## config.mk

```make
export PLATFORM = sky130hd
export DESIGN_NAME = modbus_rtu_response_deframer_top
export DESIGN_NICKNAME = d
export VERILOG_FILES = /design/src/mrd_pkg.sv /design/src/mrd_cfg.sv /design/src/mrd_frame.sv /design/src/modbus_rtu_response_deframer_top.sv
export SDC_FILE = /design/constraint.sdc
export NUM_CORES = 1
export LEC_CHECK = 0
export ABC_AREA = 1
export BUFFER_PORTS_ARGS = -buffer_cell sky130_fd_sc_hd__clkbuf_2
export CORE_MARGIN = 2
export CORE_UTILIZATION = 50
export DETAILED_ROUTE_END_ITERATION = 10
export PLACE_DENSITY = 0.82
export SLEW_MARGIN = 20
export SYNTH_ARGS = -nofsm -noshare
export SYNTH_HDL_FRONTEND = slang
export SYNTH_HIERARCHICAL = 1
export SYNTH_SLANG_ARGS = --single-unit
```

## constraint.sdc

```tcl
create_clock -name clk -period 3.6 [get_ports clk]
set_input_delay 1.08 -clock clk [delete_from_list [all_inputs] [get_ports clk]]
set_output_delay 1.08 -clock clk [all_outputs]
set_load 0.005 [all_outputs]
```

## src/mrd_pkg.sv

```systemverilog
// Shared constants, types and the CRC-16/MODBUS byte update for the response deframer.
`timescale 1ns / 1ps

package mrd_pkg;

  localparam int unsigned MAX_FRAME_BYTES_DEF = 50;

  localparam int unsigned BYTE_W    = 8;
  localparam int unsigned VALUE_W   = 32;
  localparam int unsigned CRC_W     = 16;
  localparam int unsigned PLEN_W    = 6;
  localparam int unsigned GSIZE_W   = 3;
  localparam int unsigned FILL_W    = 3;
  localparam int unsigned APB_DW    = 32;
  localparam int unsigned APB_AW    = 3;
  localparam int unsigned HDR_BYTES = 3;

  localparam logic [CRC_W-1:0]   CRC_INIT = 16'hFFFF;
  localparam logic [CRC_W-1:0]   CRC_POLY = 16'hA001;
  localparam logic [PLEN_W-1:0]  PLEN_RST = 6'd4;
  localparam logic [GSIZE_W-1:0] GSIZE_RST = 3'd4;
  localparam logic [GSIZE_W-1:0] GSIZE_MAX = 3'd4;

  typedef enum logic [0:0] {
    REG_PAYLOAD_BYTES = 1'b0,
    REG_GROUP_BYTES   = 1'b1
  } reg_idx_t;

  typedef enum logic [0:0] {
    KIND_VALUE = 1'b0,
    KIND_END   = 1'b1
  } kind_t;

  typedef struct packed {
    logic [PLEN_W-1:0]  payload_bytes;
    logic [GSIZE_W-1:0] group_bytes;
  } cfg_t;

  typedef struct packed {
    logic               vld;
    kind_t              kind;
    logic [VALUE_W-1:0] value;
    logic               crc_ok;
    logic               last;
  } res_t;

  function automatic logic [CRC_W-1:0] crc_update(input logic [CRC_W-1:0] c,
                                                  input logic [BYTE_W-1:0] b);
    logic [CRC_W-1:0] x;
    x = c ^ {{(CRC_W-BYTE_W){1'b0}}, b};
    for (int k = 0; k < BYTE_W; k++) begin
      x = x[0] ? ((x >> 1) ^ CRC_POLY) : (x >> 1);
    end
    return x;
  endfunction

endpackage

```

## src/mrd_cfg.sv

```systemverilog
// APB-style configuration registers: payload length and group size.
`timescale 1ns / 1ps

module mrd_cfg (
  input  logic                       clk,
  input  logic                       rst_n,
  input  logic                       psel,
  input  logic                       penable,
  input  logic                       pwrite,
  input  logic [mrd_pkg::APB_AW-1:0] paddr,
  input  logic [mrd_pkg::APB_DW-1:0] pwdata,
  output logic [mrd_pkg::APB_DW-1:0] prdata,
  output logic                       pready,
  output mrd_pkg::cfg_t              cfg
);

  mrd_pkg::cfg_t     cfg_r;
  mrd_pkg::reg_idx_t idx;
  logic              wr_en;

  assign idx    = mrd_pkg::reg_idx_t'(paddr[2]);
  assign wr_en  = psel && penable && pwrite;
  assign pready = 1'b1;
  assign cfg    = cfg_r;

  always_ff @(posedge clk) begin
    if (!rst_n) begin
      cfg_r.payload_bytes <= mrd_pkg::PLEN_RST;
      cfg_r.group_bytes   <= mrd_pkg::GSIZE_RST;
    end else if (wr_en) begin
      unique case (idx)
        mrd_pkg::REG_PAYLOAD_BYTES: cfg_r.payload_bytes <= pwdata[mrd_pkg::PLEN_W-1:0];
        mrd_pkg::REG_GROUP_BYTES:   cfg_r.group_bytes   <= pwdata[mrd_pkg::GSIZE_W-1:0];
        default: ;
      endcase
    end
  end

  always_comb begin
    prdata = '0;
    unique case (idx)
      mrd_pkg::REG_PAYLOAD_BYTES: prdata[mrd_pkg::PLEN_W-1:0]  = cfg_r.payload_bytes;
      mrd_pkg::REG_GROUP_BYTES:   prdata[mrd_pkg::GSIZE_W-1:0] = cfg_r.group_bytes;
      default: ;
    endcase
  end

endmodule

```

## src/mrd_frame.sv

```systemverilog
// Frame tracker: byte position, running CRC, group assembly and result decode.
`timescale 1ns / 1ps

module mrd_frame #(
  parameter int unsigned MAX_FRAME_BYTES = mrd_pkg::MAX_FRAME_BYTES_DEF
) (
  input  logic                       clk,
  input  logic                       rst_n,
  input  logic                       step,
  input  logic [mrd_pkg::BYTE_W-1:0] rx_byte,
  input  mrd_pkg::cfg_t              cfg,
  output mrd_pkg::res_t              res
);

  localparam int unsigned PosW     = $clog2(MAX_FRAME_BYTES);
  localparam int unsigned CmpW     = (PosW > 7) ? PosW : 7;
  localparam int unsigned PlenCapI = ((MAX_FRAME_BYTES - 5) > ((1 << mrd_pkg::PLEN_W) - 1))
                                     ? ((1 << mrd_pkg::PLEN_W) - 1) : (MAX_FRAME_BYTES - 5);
  localparam logic [mrd_pkg::PLEN_W-1:0] PlenCap = mrd_pkg::PLEN_W'(PlenCapI);
  localparam logic [CmpW-1:0] PosMax = CmpW'(PlenCapI + mrd_pkg::HDR_BYTES + 1);

  logic [PosW-1:0]                pos_r, pos_nxt;
  logic [mrd_pkg::CRC_W-1:0]      crc_r, crc_nxt;
  logic [mrd_pkg::VALUE_W-1:0]    grp_r, grp_nxt;
  logic [mrd_pkg::FILL_W-1:0]     fill_r, fill_nxt;
  logic [mrd_pkg::BYTE_W-1:0]     crc_lo_r, crc_lo_nxt;

  logic [mrd_pkg::PLEN_W-1:0]     plen;
  logic [mrd_pkg::GSIZE_W-1:0]    gsize;
  logic [CmpW-1:0]                crc_lo_pos;
  logic [CmpW-1:0]                pos_ext;
  logic [mrd_pkg::FILL_W-1:0]     fill_inc;
  logic [mrd_pkg::VALUE_W-1:0]    grp_inc;
  logic [mrd_pkg::CRC_W-1:0]      crc_upd;

  assign plen       = (cfg.payload_bytes > PlenCap) ? PlenCap : cfg.payload_bytes;
  assign gsize      = ((cfg.group_bytes == '0) || (cfg.group_bytes > mrd_pkg::GSIZE_MAX))
                      ? mrd_pkg::GSIZE_MAX : cfg.group_bytes;
  assign crc_lo_pos = CmpW'(mrd_pkg::HDR_BYTES) + CmpW'(plen);
  assign pos_ext    = CmpW'(pos_r);
  assign fill_inc   = fill_r + 1'b1;
  assign grp_inc    = {grp_r[mrd_pkg::VALUE_W-mrd_pkg::BYTE_W-1:0], rx_byte};
  assign crc_upd    = mrd_pkg::crc_update(crc_r, rx_byte);

  always_comb begin
    pos_nxt    = pos_r;
    crc_nxt    = crc_r;
    grp_nxt    = grp_r;
    fill_nxt   = fill_r;
    crc_lo_nxt = crc_lo_r;
    res        = '0;
    if (pos_ext < CmpW'(mrd_pkg::HDR_BYTES)) begin
      crc_nxt = crc_upd;
      pos_nxt = pos_r + 1'b1;
    end else if (pos_ext < crc_lo_pos) begin
      crc_nxt = crc_upd;
      pos_nxt = pos_r + 1'b1;
      if (fill_inc >= gsize) begin
        res.vld   = 1'b1;
        res.kind  = mrd_pkg::KIND_VALUE;
        res.value = grp_inc;
        grp_nxt   = '0;
        fill_nxt  = '0;
      end else begin
        grp_nxt  = grp_inc;
        fill_nxt = fill_inc;
      end
    end else if (pos_ext == crc_lo_pos) begin
      crc_lo_nxt = rx_byte;
      pos_nxt    = pos_r + 1'b1;
    end else begin
      res.vld    = 1'b1;
      res.kind   = mrd_pkg::KIND_END;
      res.crc_ok = ({rx_byte, crc_lo_r} == crc_r);
      res.last   = 1'b1;
      pos_nxt    = '0;
      crc_nxt    = mrd_pkg::CRC_INIT;
      grp_nxt    = '0;
      fill_nxt   = '0;
      crc_lo_nxt = '0;
    end
  end

  always_ff @(posedge clk) begin
    if (!rst_n) begin
      pos_r    <= '0;
      crc_r    <= mrd_pkg::CRC_INIT;
      grp_r    <= '0;
      fill_r   <= '0;
      crc_lo_r <= '0;
    end else if (step) begin
      pos_r    <= pos_nxt;
      crc_r    <= crc_nxt;
      grp_r    <= grp_nxt;
      fill_r   <= fill_nxt;
      crc_lo_r <= crc_lo_nxt;
    end
  end

  a_fill_bound: assert property (@(posedge clk) disable iff (!rst_n)
    fill_r < mrd_pkg::FILL_W'(mrd_pkg::GSIZE_MAX))
    else $error("group fill reached a full group without transfer");

  a_pos_bound: assert property (@(posedge clk) disable iff (!rst_n)
    CmpW'(pos_r) <= PosMax)
    else $error("byte position beyond frame end");

  a_end_clears: assert property (@(posedge clk) disable iff (!rst_n)
    step && res.vld && res.last |=> (pos_r == '0) && (crc_r == mrd_pkg::CRC_INIT)
                                    && (fill_r == '0))
    else $error("frame state not cleared after frame end");

  a_group_clears: assert property (@(posedge clk) disable iff (!rst_n)
    step && res.vld && !res.last |=> (fill_r == '0) && (grp_r == '0))
    else $error("group not cleared after value transfer");

endmodule

```

## src/modbus_rtu_response_deframer_top.sv

```systemverilog
// Top level: input register, frame tracker, result register and configuration port.
// Order: each byte is held in the input register, its result in the result register.
// Throughput: one byte per cycle; the input register advances whenever the result
// register is free or draining, so a stalled result blocks only a byte that yields one.
// Reset: synchronous active-low rst_n clears the frame state (CRC to 0xFFFF) and both
// valid flags, and sets payload_bytes and group_bytes to 4; no clearing pass.
`timescale 1ns / 1ps

module modbus_rtu_response_deframer_top #(
  parameter int unsigned MAX_FRAME_BYTES = mrd_pkg::MAX_FRAME_BYTES_DEF
) (
  input  logic                        clk,
  input  logic                        rst_n,
  input  logic                        in_valid,
  output logic                        in_ready,
  input  logic [mrd_pkg::BYTE_W-1:0]  in_rx_byte,
  output logic                        out_valid,
  input  logic                        out_ready,
  output logic                        out_kind,
  output logic [mrd_pkg::VALUE_W-1:0] out_value,
  output logic                        out_crc_ok,
  output logic                        out_last,
  input  logic                        psel,
  input  logic                        penable,
  input  logic                        pwrite,
  input  logic [mrd_pkg::APB_AW-1:0]  paddr,
  input  logic [mrd_pkg::APB_DW-1:0]  pwdata,
  output logic [mrd_pkg::APB_DW-1:0]  prdata,
  output logic                        pready
);

  mrd_pkg::cfg_t              cfg;
  mrd_pkg::res_t              res;
  mrd_pkg::res_t              out_r;
  logic                       s1_vld_r;
  logic [mrd_pkg::BYTE_W-1:0] s1_byte_r;
  logic                       s1_adv;

  mrd_cfg u_cfg (
    .clk     (clk),
    .rst_n   (rst_n),
    .psel    (psel),
    .penable (penable),
    .pwrite  (pwrite),
    .paddr   (paddr),
    .pwdata  (pwdata),
    .prdata  (prdata),
    .pready  (pready),
    .cfg     (cfg)
  );

  mrd_frame #(
    .MAX_FRAME_BYTES (MAX_FRAME_BYTES)
  ) u_frame (
    .clk     (clk),
    .rst_n   (rst_n),
    .step    (s1_adv),
    .rx_byte (s1_byte_r),
    .cfg     (cfg),
    .res     (res)
  );

  assign s1_adv   = s1_vld_r && (!res.vld || !out_r.vld || out_ready);
  assign in_ready = !s1_vld_r || s1_adv;

  always_ff @(posedge clk) begin
    if (!rst_n) begin
      s1_vld_r <= 1'b0;
    end else if (in_valid && in_ready) begin
      s1_vld_r <= 1'b1;
    end else if (s1_adv) begin
      s1_vld_r <= 1'b0;
    end
  end

  always_ff @(posedge clk) begin
    if (in_valid && in_ready) begin
      s1_byte_r <= in_rx_byte;
    end
  end

  always_ff @(posedge clk) begin
    if (!rst_n) begin
      out_r.vld <= 1'b0;
    end else if (s1_adv && res.vld) begin
      out_r.vld <= 1'b1;
    end else if (out_ready) begin
      out_r.vld <= 1'b0;
    end
    if (s1_adv && res.vld) begin
      out_r.kind   <= res.kind;
      out_r.value  <= res.value;
      out_r.crc_ok <= res.crc_ok;
      out_r.last   <= res.last;
    end
  end

  assign out_valid  = out_r.vld;
  assign out_kind   = logic'(out_r.kind);
  assign out_value  = out_r.value;
  assign out_crc_ok = out_r.crc_ok;
  assign out_last   = out_r.last;

endmodule
```

==> results of run 1 <==
[per-stage QoR]
stage / TNS (ns) / worst slack [ns]
floorplan: 0 / 0.04029
global placement: 0 / 0.05561
detailed placement: 0 / 0.008692
CTS: -0.2741 / -0.2741
global route: -1.636 / -0.4279
finish: -0.2781 / -0.2781
[cell usage after synthesis, types with 7 or more instances]
library cell  instances  area [um^2]
edfxtp_1             43         1291
nor2_1               56        210.2
o21ai_0              14        70.07
a21oi_1              50        250.2
dfxtp_1              68         1361
nor3_1               12        60.06
xor2_1               16        140.1
inv_2                10        37.54
nand4_1               7        43.79
nand2_1             169        634.4
nand3_1              52        260.3
nand2_2              10        62.56
buf_4                32        240.2
inv_1                56        210.2
ha_1                 13        162.7
[cell families after synthesis]
| logic type | Yosys count | synth area share (%) |
|---|---|---|
| and+or+nand+nor | 326 | 26.16 |
| buffers and inverters | 121 | 11.30 |
| DFF | 111 | 46.95 |
| AOI/OAI and AO/OA | 88 | 9.325 |
| xor gates and xnor gates | 21 | 3.256 |
| adders and majority gates | 13 | 2.879 |
| other | 2 | 0.1329 |
[critical path: stages, from the launching register on]
cell	delay, ns
dfxtp_2	0.35
nand3_2	0.07
nand2_1	0.07
nand2_2	0.07
inv_4	0.09
nor2_4	0.05
ha_4	0.16
inv_4	0.06
nand3_2	0.07
xor2_1	0.15
ha_1	0.31
nand2_1	0.08
nand2_1	0.06
a21oi_2	0.18
nand2_4	0.10
nand2_4	0.09
inv_4	0.04
nor3_4	0.19
nand4_4	0.12
buf_6	0.14
[final cells by class]
cell class,instances,share of cell area (%)
inverter,70,4.536
clock buffer,10,3.517
multi-input combinational,475,39.75
sequential,111,40.80
clock inverter,6,0.7880
tap,140,2.691
timing repair buffer,87,7.919
[metal layers]
layer / GRT usage, % / share of wire, % / up-vias
met2: 33.00 / 50 / 194
met5: 0 / 0 / -
met4: 7.500 / 1.8 / 0
met1: 25.76 / 43 / 2211
li1: - / - / 2319
met3: 2.469 / 5.6 / 22
[layout by cell type, fill, tap and decap left out, types with 12 or more instances in the layout]
master    instances
nand2_1         167
dfxtp_1          65
clkbuf_2         63
nor2_1           54
inv_1            52
nand3_1          49
a21oi_1          47
edfxtp_1         43
conb_1           27
buf_4            21
xor2_1           15
o21ai_0          14
inv_2            12
[sequential cells by signal, indices dropped and copies added (netlist names), 3 cells and up]
name,flops
out_value,32
u_frame/grp_r,24
u_frame/crc_r,16
u_cfg/cfg,9
s1_byte_r,8
u_frame/crc_lo_r,8
u_frame/pos_r,6
u_frame/fill_r,3
[how the worst min path moves through the flow]
stage / startpoint / depth (start not counted) / endpoint / slack [ns]
final: u_frame/grp_r[17]$_SDFFE_PN0P_ / 2 / u_frame/grp_r[17]$_SDFFE_PN0P_ / 0.47
after global routing: u_frame/crc_lo_r[5]$_SDFFE_PN0P_ / 2 / u_frame/crc_lo_r[5]$_SDFFE_PN0P_ / 0.49
after CTS: u_frame/grp_r[17]$_SDFFE_PN0P_ / 2 / u_frame/grp_r[17]$_SDFFE_PN0P_ / 0.47
after detailed placement: u_frame/crc_lo_r[5]$_SDFFE_PN0P_ / 2 / u_frame/crc_lo_r[5]$_SDFFE_PN0P_ / 0.46
after global placement: u_frame/crc_lo_r[5]$_SDFFE_PN0P_ / 2 / u_frame/crc_lo_r[5]$_SDFFE_PN0P_ / 0.45
after floorplan: u_frame/crc_lo_r[5]$_SDFFE_PN0P_ / 2 / u_frame/crc_lo_r[5]$_SDFFE_PN0P_ / 0.44
[where the power goes]
group | leakage (nW) | switching (mW) | internal, mW
Combinational | 1.71 | 0.156 | 0.0909
Clock | 0.140 | 0.461 | 0.483
Sequential | 0.959 | 0.0303 | 1.32
Total | 2.81 | 0.647 | 1.89
[timing repair]
item | in CTS | in global routing
setup endpoints to repair | 1 | 56
setup buffers | 7 | 1
resized for setup | 19 | 19
pin swaps | 16 | 14
==> results.tsv, run 1 <==
stage	metric	value	unit
die	die area	12170	um^2
critical_path	CP max FO	4	
synth	Synth Register Bits	111	
synth	Post-Synthesis Cells	682	
detailed_routing	Vias	4746	
clock_network	clk slew on worst S/H paths	0.07	ns
critical_path	critical path class	reg -> out	
critical_path	Req. time, crit path	2.52	ns
final_layout	share of layout cells above drive strength 1	23.45	%
outcome	failing checks	negative setup slack	
critical_path	RR Startpoint	u_cfg/cfg[5]$_SDFFE_PN1P_	
final_layout	Total Nets Final	817	
synth	Mapped Area	5649	um^2
clock_network	Num CTS Buffers	9	
timing	crit share post-route	107.7	%
timing	setup ws final	-0.2781	ns
grt	vias in the first global route	4128	
final_layout	register area	2656	um^2
synth	Yosys warning count	6	
critical_path	CP startpoint kind	flip-flop	
timing	Hold WS	0.4706	ns
timing	unrepaired setup endpoints after global routing	yes	
detailed_routing	Post-Route WL	12.07	mm
die	core area	10940	um^2
placed_design	GP Congestion	0.8970	
detailed_routing	initial DRC count	460	
critical_path	Worst Reg2Reg Path Length in Cells	25	
final_layout	Area Growth Syn to Fin	15.24	%
critical_path	critical path launch point	u_cfg/cfg[5]$_SDFFE_PN1P_	
die	I/O Pins	120	
power	worst vdd ir	210.4	uV
timing	max_slew headroom	47.84	%
flow_run	Max-cap violations	0	
clock_network	Post-CTS Hold Buffers	0	
die	Die X	110.3	um
synth	EDFF count, synth	43	
synth	sequential area share after synthesis	46.95	%
final_layout	fin util	59.53	%
placed_design	Cell Count Post-Placement	876	
hold_path	HP Class	reg -> reg	
critical_path	Worst Setup EP	in_ready	
power	Pwr Density	390.3	nW/um^2
die	row count	38	
final_layout	Fill cells	934	
detailed_routing	WL/cell	13.42	um
timing	Worst Skew	0.007632	ns
final_layout	n_diodes	0	
clock_network	clock sinks	111	
clock_network	CTS Buffer Depth	2	
placed_design	placed instance area	6016	um^2
synth	asr flop ratio synth	0	%
critical_path	worst reg-to-reg setup slack	0.13	ns
placed_design	HPWL Detailed	8.009	mm
timing	final setup fails	1	
clock_network	clock root buffer	clkbuf_16	
final_layout	Layout Cells excl Fill	899	
timing	Fin. Hold Viols	0	
power	Static Leak	2.810	nW
grt	gr ovfl total	0	
detailed_routing	Post-route DRC	0	
timing	highest clock rate	0.2579	GHz
die	initial core utilization	51.66	%
critical_path	crit path DAT	2.80	ns
clock_network	Skew-Pair Late Insertion Delay	0.35	ns
synth	ys flop type	dfxtp_1	
clock_network	CTS tree	done	
grt	GRT Total Usage	19.60	%
critical_path	FF-to-FF End	u_frame/grp_r[7]$_SDFFE_PN0P_	
timing	Worst Max-Slew Pin Slew	0.7812	ns
power	Power, Total	2.541	mW
detailed_routing	DRT Pass-1 Iters	5	
synth	Synth cell types	47	
placed_design	Port Buffers	64	
timing	Final Critical Period	3.878	ns
detailed_routing	Post-DRT Antenna Nets	0	
grt	initial antenna violation count	0	
synth	Mean Syn Cell Area	8.283	um^2
grt	largest net degree at the start of global routing	46	
die	height of the die	110.3	um
critical_path	CP endpoint kind	output port	
final_layout	fin area	6510	um^2
timing	max-slew violations	0	
final_layout	Multi-input gate area	2587	um^2
detailed_routing	via density per instance	5.279	
grt	first-pass GRT wire length	18.74	mm
clock_network	H-tree Lvls	3	
outcome	outcome	finished, violations left	
Note: power is estimated with default switching activity, not from simulation.
==> inputs of run 2 (changes only) <==
- BUFFER_PORTS_ARGS: -buffer_cell sky130_fd_sc_hd__clkbuf_2 -> unset
- CORE_UTILIZATION: 50 -> 57
- DONT_BUFFER_PORTS: unset -> 1
- GPL_TIMING_DRIVEN: unset -> 0
- PLACE_DENSITY: 0.82 -> 0.8
- REMOVE_ABC_BUFFERS: unset -> 1
==> results.tsv, run 2 (synthesis results as in run 1) <==
stage	metric	value	unit	change
final_layout	commonest non-fill, non-tap cell in the layout	nand2_1		unchanged
grt	vias in the first global route	4132		was 4128
detailed_routing	Post-route DRC	0		unchanged
clock_network	clock root buffer	clkbuf_8		was clkbuf_16
clock_network	CTS Buffer Depth	2		unchanged
timing	unrepaired setup endpoints after global routing	yes		unchanged
final_layout	Total Nets Final	746		was 817
detailed_routing	Vias	4472		was 4746
grt	initial antenna violation count	0		unchanged
timing	highest clock rate	0.2632	GHz	was 0.2579 GHz
grt	largest net degree at the start of global routing	46		unchanged
detailed_routing	WL/cell	14.24	um	was 13.42 um
die	row count	36		was 38
clock_network	H-tree Lvls	3		unchanged
die	core area	9684	um^2	was 10940 um^2
critical_path	Req. time, crit path	2.52	ns	about the same
final_layout	share of layout cells above drive strength 1	15.26	%	was 23.45%
critical_path	critical path cell sequence	nand3_2 -> nand2_2 -> nand2_4 -> inv_4 -> nor2_4 -> ha_4 -> inv_4 -> nand3_2 -> xor2_1 -> ha_1 -> nand2_1 -> nand2_1 -> a21oi_2 -> nand2_4 -> nand2_4 -> inv_4 -> nor3_4 -> nand4_2		was nand3_2 -> nand2_1 -> nand2_2 -> inv_4 -> nor2_4 -> ha_4 -> inv_4 -> nand3_2 -> xor2_1 -> ha_1 -> nand2_1 -> nand2_1 -> a21oi_2 -> nand2_4 -> nand2_4 -> inv_4 -> nor3_4 -> nand4_4 -> buf_6
outcome	outcome	finished, violations left		unchanged
grt	first-pass GRT wire length	18.88	mm	was 18.74 mm
critical_path	CP max FO	4		unchanged
critical_path	crit path DAT	2.72	ns	was 2.80 ns
timing	final setup fails	1		unchanged
final_layout	register area	2659	um^2	was 2656 um^2
power	Static Leak	2.460	nW	was 2.810 nW
power	worst vdd ir	248.0	uV	was 210.4 uV
timing	Worst Skew	0.01209	ns	was 0.007632 ns
critical_path	CP endpoint kind	output port		unchanged
clock_network	Skew-Pair Late Insertion Delay	0.38	ns	was 0.35 ns
outcome	failing checks	negative setup slack		unchanged
final_layout	n_diodes	0		unchanged
critical_path	CP max-delay cell	dfxtp_2		unchanged
timing	Final Critical Period	3.799	ns	was 3.878 ns
power	Pwr Density	384.1	nW/um^2	was 390.3 nW/um^2
placed_design	placed instance area	5549	um^2	was 6016 um^2
placed_design	GP Congestion	0.9119		was 0.8970
die	die area	10720	um^2	was 12170 um^2
detailed_routing	Post-DRT Antenna Nets	0		unchanged
critical_path	critical path class	reg -> out		unchanged
final_layout	Area Growth Syn to Fin	5.869	%	was 15.24%
die	Die X	103.6	um	was 110.3 um
timing	max_slew headroom	28.23	%	was 47.84%
timing	crit share post-route	105.5	%	was 107.7%
critical_path	CP startpoint kind	flip-flop		unchanged
final_layout	Fill cells	793		was 934
detailed_routing	DRT Pass-1 Iters	5		unchanged
final_layout	fin area	5981	um^2	was 6510 um^2
placed_design	Port Buffers	0		was 64
clock_network	clock sinks	111		unchanged
die	I/O Pins	120		unchanged
placed_design	HPWL Detailed	7.616	mm	was 8.009 mm
flow_run	Max-cap violations	0		unchanged
timing	Fin. Hold Viols	0		unchanged
critical_path	largest stage delay on the critical path	0.36	ns	was 0.35 ns
final_layout	most frequent cells in the layout	nand2_1 (164), dfxtp_1 (63), nor2_1 (55)		was nand2_1 (167), dfxtp_1 (65), clkbuf_2 (63)
final_layout	Multi-input gate area	2559	um^2	was 2587 um^2
clock_network	CTS tree	done		unchanged
grt	gr ovfl total	0		unchanged
grt	GRT Total Usage	21.42	%	was 19.60%
final_layout	fin util	61.76	%	was 59.53%
timing	max-slew violations	0		unchanged
die	height of the die	103.6	um	was 110.3 um
timing	Worst Max-Slew Pin Slew	1.074	ns	was 0.7812 ns
timing	setup ws final	-0.1988	ns	was -0.2781 ns
die	initial core utilization	58.33	%	was 51.66%
clock_network	Num CTS Buffers	9		unchanged
detailed_routing	Post-Route WL	11.69	mm	was 12.07 mm
final_layout	max reg flops	32		unchanged
detailed_routing	initial DRC count	418		was 460
detailed_routing	via density per instance	5.447		was 5.279
clock_network	clk slew on worst S/H paths	0.09	ns	was 0.07 ns
placed_design	pre-CTS setup slack	-1.359	ns	was 0.008692 ns
hold_path	HP Class	reg -> reg		unchanged
==> run 2: changes by cell type in the layout (fill, tap and decap cells not counted), moves of 3 or more <==
cell | before | now
clkbuf_2 | 63 | 0
clkbuf_16 | 9 | 0
clkbuf_8 | 0 | 9
buf_4 | 21 | 14
nand2_1 | 167 | 164
==> run 2: path summary, 6_finish.rpt <==
path	startpoint	to	slack [ns]	depth (start not counted)
max	u_cfg/cfg[4]$_SDFFE_PN0P_	in_ready	-0.20	18
min	u_frame/grp_r[18]$_SDFFE_PN0P_	u_frame/grp_r[18]$_SDFFE_PN0P_	0.47	2
max reg2reg	u_cfg/cfg[4]$_SDFFE_PN0P_	out_value[3]$_DFFE_PP_	0.22	20
min reg2reg	u_frame/grp_r[18]$_SDFFE_PN0P_	u_frame/grp_r[18]$_SDFFE_PN0P_	0.47	2
==> run 2: layout make-up <==
class	instances	share of cell area, %
Clock buffer	11	2.197
Clock inverter	5	0.9414
Inverter	70	4.895
Multi-Input combinational cell	476	42.78
Sequential cell	111	44.46
Tap cell	133	2.782
Timing Repair Buffer	15	1.946
==> run 2: repair_timing <==
action                     CTS  global route
pin swaps                   16            15
buffers inserted            12             3
resized for setup           22            15
hold buffers                 0             0
hold endpoints to repair     0             0
cloned                       1             0
setup endpoints to repair  101            65
==> run 2: metrics by stage <==
step	total power, mW	TNS [ns]	std cells	hold slack, ns
final	2.298	-0.1988	821	0.4680
after global routing	2.398	-0.3360	821	0.4903
after global placement	1.570	-80.75	789	0.4529
after CTS	2.307	-0.2035	818	0.4697
after detailed placement	1.579	-78.90	789	0.4551
after floorplan	1.536	-15.06	656	0.4409
==> run 2: per-layer routing <==
layer | up-vias | global-route usage, % | routed length (um)
met5 | - | 0 | 0
met4 | 0 | 7.722 | 225
met3 | 24 | 5.160 | 909
met2 | 202 | 36.09 | 5667
met1 | 2071 | 26.90 | 4893
li1 | 2175 | - | -
==> run 2: where the power goes <==
group | internal (mW) | total (mW) | switching [mW] | leakage, nW
clock network | 0.324 | 0.724 | 0.400 | 0.0957
logic | 0.0803 | 0.223 | 0.142 | 1.40
registers | 1.32 | 1.35 | 0.0307 | 0.960
total | 1.73 | 2.30 | 0.572 | 2.46
==> run 2: critical path: cells and delay by family, from the launching register on <==
kind / cells / cell delay, ns
AOI/OAI and AO/OA: 1 / 0.17
xor gates and xnor gates: 1 / 0.14
adders and majority gates: 2 / 0.48
buffers and inverters: 3 / 0.18
DFF: 1 / 0.36
and+or+nand+nor: 11 / 1.02
==> inputs of run 3 (changes only) <==
- GPL_TIMING_DRIVEN: 0 -> 1
==> results.tsv, run 3 (synthesis results as in run 1) <==
stage	metric	value	unit	change
outcome	outcome	finished, violations left		unchanged
outcome	failing checks	negative setup slack		unchanged
clock_network	clock root buffer	clkbuf_8		unchanged
power	Power, Total	2.349	mW	was 2.298 mW
placed_design	GP Congestion	0.8745		was 0.9119
final_layout	n_diodes	0		unchanged
detailed_routing	WL/cell	14.03	um	was 14.24 um
final_layout	max reg flops	32		unchanged
timing	Hold WS	0.4715	ns	was 0.4680 ns
critical_path	CP max FO	4		unchanged
grt	met2 Track Usage GR	35.67	%	was 36.09%
grt	initial antenna violation count	0		unchanged
final_layout	fin util	62.48	%	was 61.76%
detailed_routing	DRT Pass-1 Iters	5		unchanged
timing	unrepaired setup endpoints after global routing	yes		unchanged
critical_path	Req. time, crit path	2.52	ns	about the same
power	Static Leak	2.482	nW	was 2.460 nW
detailed_routing	Post-Route WL	11.56	mm	was 11.69 mm
critical_path	critical path class	reg -> out		unchanged
critical_path	crit path DAT	2.82	ns	was 2.72 ns
clock_network	Skew-Pair Late Insertion Delay	0.39	ns	was 0.38 ns
timing	setup ws final	-0.3038	ns	was -0.1988 ns
die	row count	36		unchanged
clock_network	clk slew on worst S/H paths	0.13	ns	was 0.09 ns
timing	Final Critical Period	3.904	ns	was 3.799 ns
grt	GRT Total Usage	21.28	%	was 21.42%
timing	Fin. Hold Viols	0		unchanged
grt	GR Layer Usage met3	4.028	%	was 5.160%
clock_network	Num CTS Buffers	9		unchanged
grt	vias in the first global route	4118		was 4132
power	Pwr Density	388.2	nW/um^2	was 384.1 nW/um^2
die	core area	9684	um^2	unchanged
placed_design	Port Buffers	0		unchanged
critical_path	CP endpoint kind	output port		unchanged
final_layout	Total Nets Final	749		was 746
final_layout	share of layout cells above drive strength 1	14.76	%	was 15.26%
grt	first-pass GRT wire length	18.86	mm	was 18.88 mm
detailed_routing	Vias	4454		was 4472
hold_path	HP Class	reg -> reg		unchanged
clock_network	clock sinks	111		unchanged
timing	max_slew headroom	47.19	%	was 28.23%
final_layout	most frequent cells in the layout	nand2_1 (168), dfxtp_1 (65), nor2_1 (54)		was nand2_1 (164), dfxtp_1 (63), nor2_1 (55)
final_layout	commonest non-fill, non-tap cell in the layout	nand2_1		unchanged
timing	Worst Max-Slew Pin Slew	0.7910	ns	was 1.074 ns
timing	crit share post-route	108.4	%	was 105.5%
power	worst vdd ir	260.9	uV	was 248.0 uV
critical_path	CP startpoint kind	flip-flop		unchanged
die	Die X	103.6	um	unchanged
detailed_routing	Post-route DRC	0		unchanged
detailed_routing	Post-DRT Antenna Nets	0		unchanged
timing	final setup fails	1		unchanged
grt	met1 usage	28.01	%	was 26.90%
clock_network	H-tree Lvls	3		unchanged
timing	Worst Skew	0.01538	ns	was 0.01209 ns
clock_network	CTS Buffer Depth	2		unchanged
grt	gr ovfl total	0		unchanged
timing	setup TNS	-0.3038	ns	was -0.1988 ns
flow_run	Max-cap violations	0		unchanged
detailed_routing	via density per instance	5.405		was 5.447
final_layout	Fill cells	814		was 793
die	die area	10720	um^2	unchanged
detailed_routing	initial DRC count	299		was 418
clock_network	CTS tree	done		unchanged
final_layout	Area Growth Syn to Fin	7.110	%	was 5.869%
placed_design	pre-CTS setup slack	-0.09374	ns	was -1.359 ns
grt	global route hottest layer	met2		unchanged
clock_network	Post-CTS Hold Buffers	0		unchanged
die	I/O Pins	120		unchanged
die	initial core utilization	58.33	%	unchanged
grt	largest net degree at the start of global routing	46		unchanged
timing	max-slew violations	0		unchanged
die	height of the die	103.6	um	unchanged
placed_design	HPWL Detailed	7.854	mm	was 7.616 mm
timing	highest clock rate	0.2562	GHz	was 0.2632 GHz
==> run 3: changes by cell type in the layout (fill, tap and decap cells not counted), sizes merged <==
cell,before,now
clkbuf,11,9
nor2,63,62
buf,15,19
bufinv,1,0
clkinv,3,5
inv,71,72
==> run 3: metrics by stage <==
| stage | instance area [um^2] | std cells |
|---|---|---|
| floorplan | 5383 | 656 |
| global placement | 5672 | 802 |
| detailed placement | 5672 | 802 |
| CTS | 5942 | 821 |
| global route | 6051 | 824 |
| finish | 6051 | 824 |
==> run 3: final timing paths <==
check                                      start  slack [ns]  cells after the start                        endpoint
hold reg to reg   u_frame/grp_r[18]$_SDFFE_PN0P_        0.47                      2  u_frame/grp_r[18]$_SDFFE_PN0P_
setup / recovery       u_cfg/cfg[6]$_SDFFE_PN0P_       -0.30                     19                        in_ready
setup reg to reg       u_cfg/cfg[6]$_SDFFE_PN0P_        0.19                     26   u_frame/grp_r[3]$_SDFFE_PN0P_
hold / removal    u_frame/grp_r[18]$_SDFFE_PN0P_        0.47                      2  u_frame/grp_r[18]$_SDFFE_PN0P_
==> run 3: area by class of cell <==
type / count / area (um^2) / share of cell area (%)
clock inverter: 7 / 93.84 / 1.551
multi-input combinational: 475 / 2525 / 41.73
timing repair buffer: 19 / 187.7 / 3.102
clock buffer: 9 / 123.9 / 2.047
sequential: 111 / 2656 / 43.90
tap: 133 / 166.4 / 2.750
inverter: 70 / 297.8 / 4.921
==> run 3: metal layers <==
metal,share of wire [%],up-vias
met5,0,-
met3,6.8,19
met4,1.9,0
met1,44,2048
met2,47,211
li1,-,2176
==> run 3: timing repair <==
action                     4_1_cts  5_1_grt
setup buffers                    3        3
pin swaps                        2       10
resized for setup                9       20
setup endpoints to repair        1       47
==> run 3: worst max-delay path, stage by stage (launching register included) <==
cell     delay, ns
dfxtp_2       0.36
nand3_2       0.06
nand2_1       0.07
nand2_2       0.07
inv_4         0.08
nor2_4        0.04
ha_2          0.19
inv_2         0.07
nand3_2       0.06
xor2_1        0.14
ha_1          0.32
nand2_1       0.07
nand2_1       0.06
a21oi_2       0.14
nand2_2       0.11
nand2_4       0.09
inv_4         0.04
nor3_4        0.20
buf_6         0.13
nand4_4       0.12
==> run 3: power by group <==
group          internal, mW  leakage, nW  switching (mW)  total [mW]
Clock                 0.289        0.108           0.490       0.779
Combinational        0.0782         1.41           0.141       0.219
Sequential             1.32        0.959          0.0299        1.35
Total                  1.69         2.48           0.661        2.35
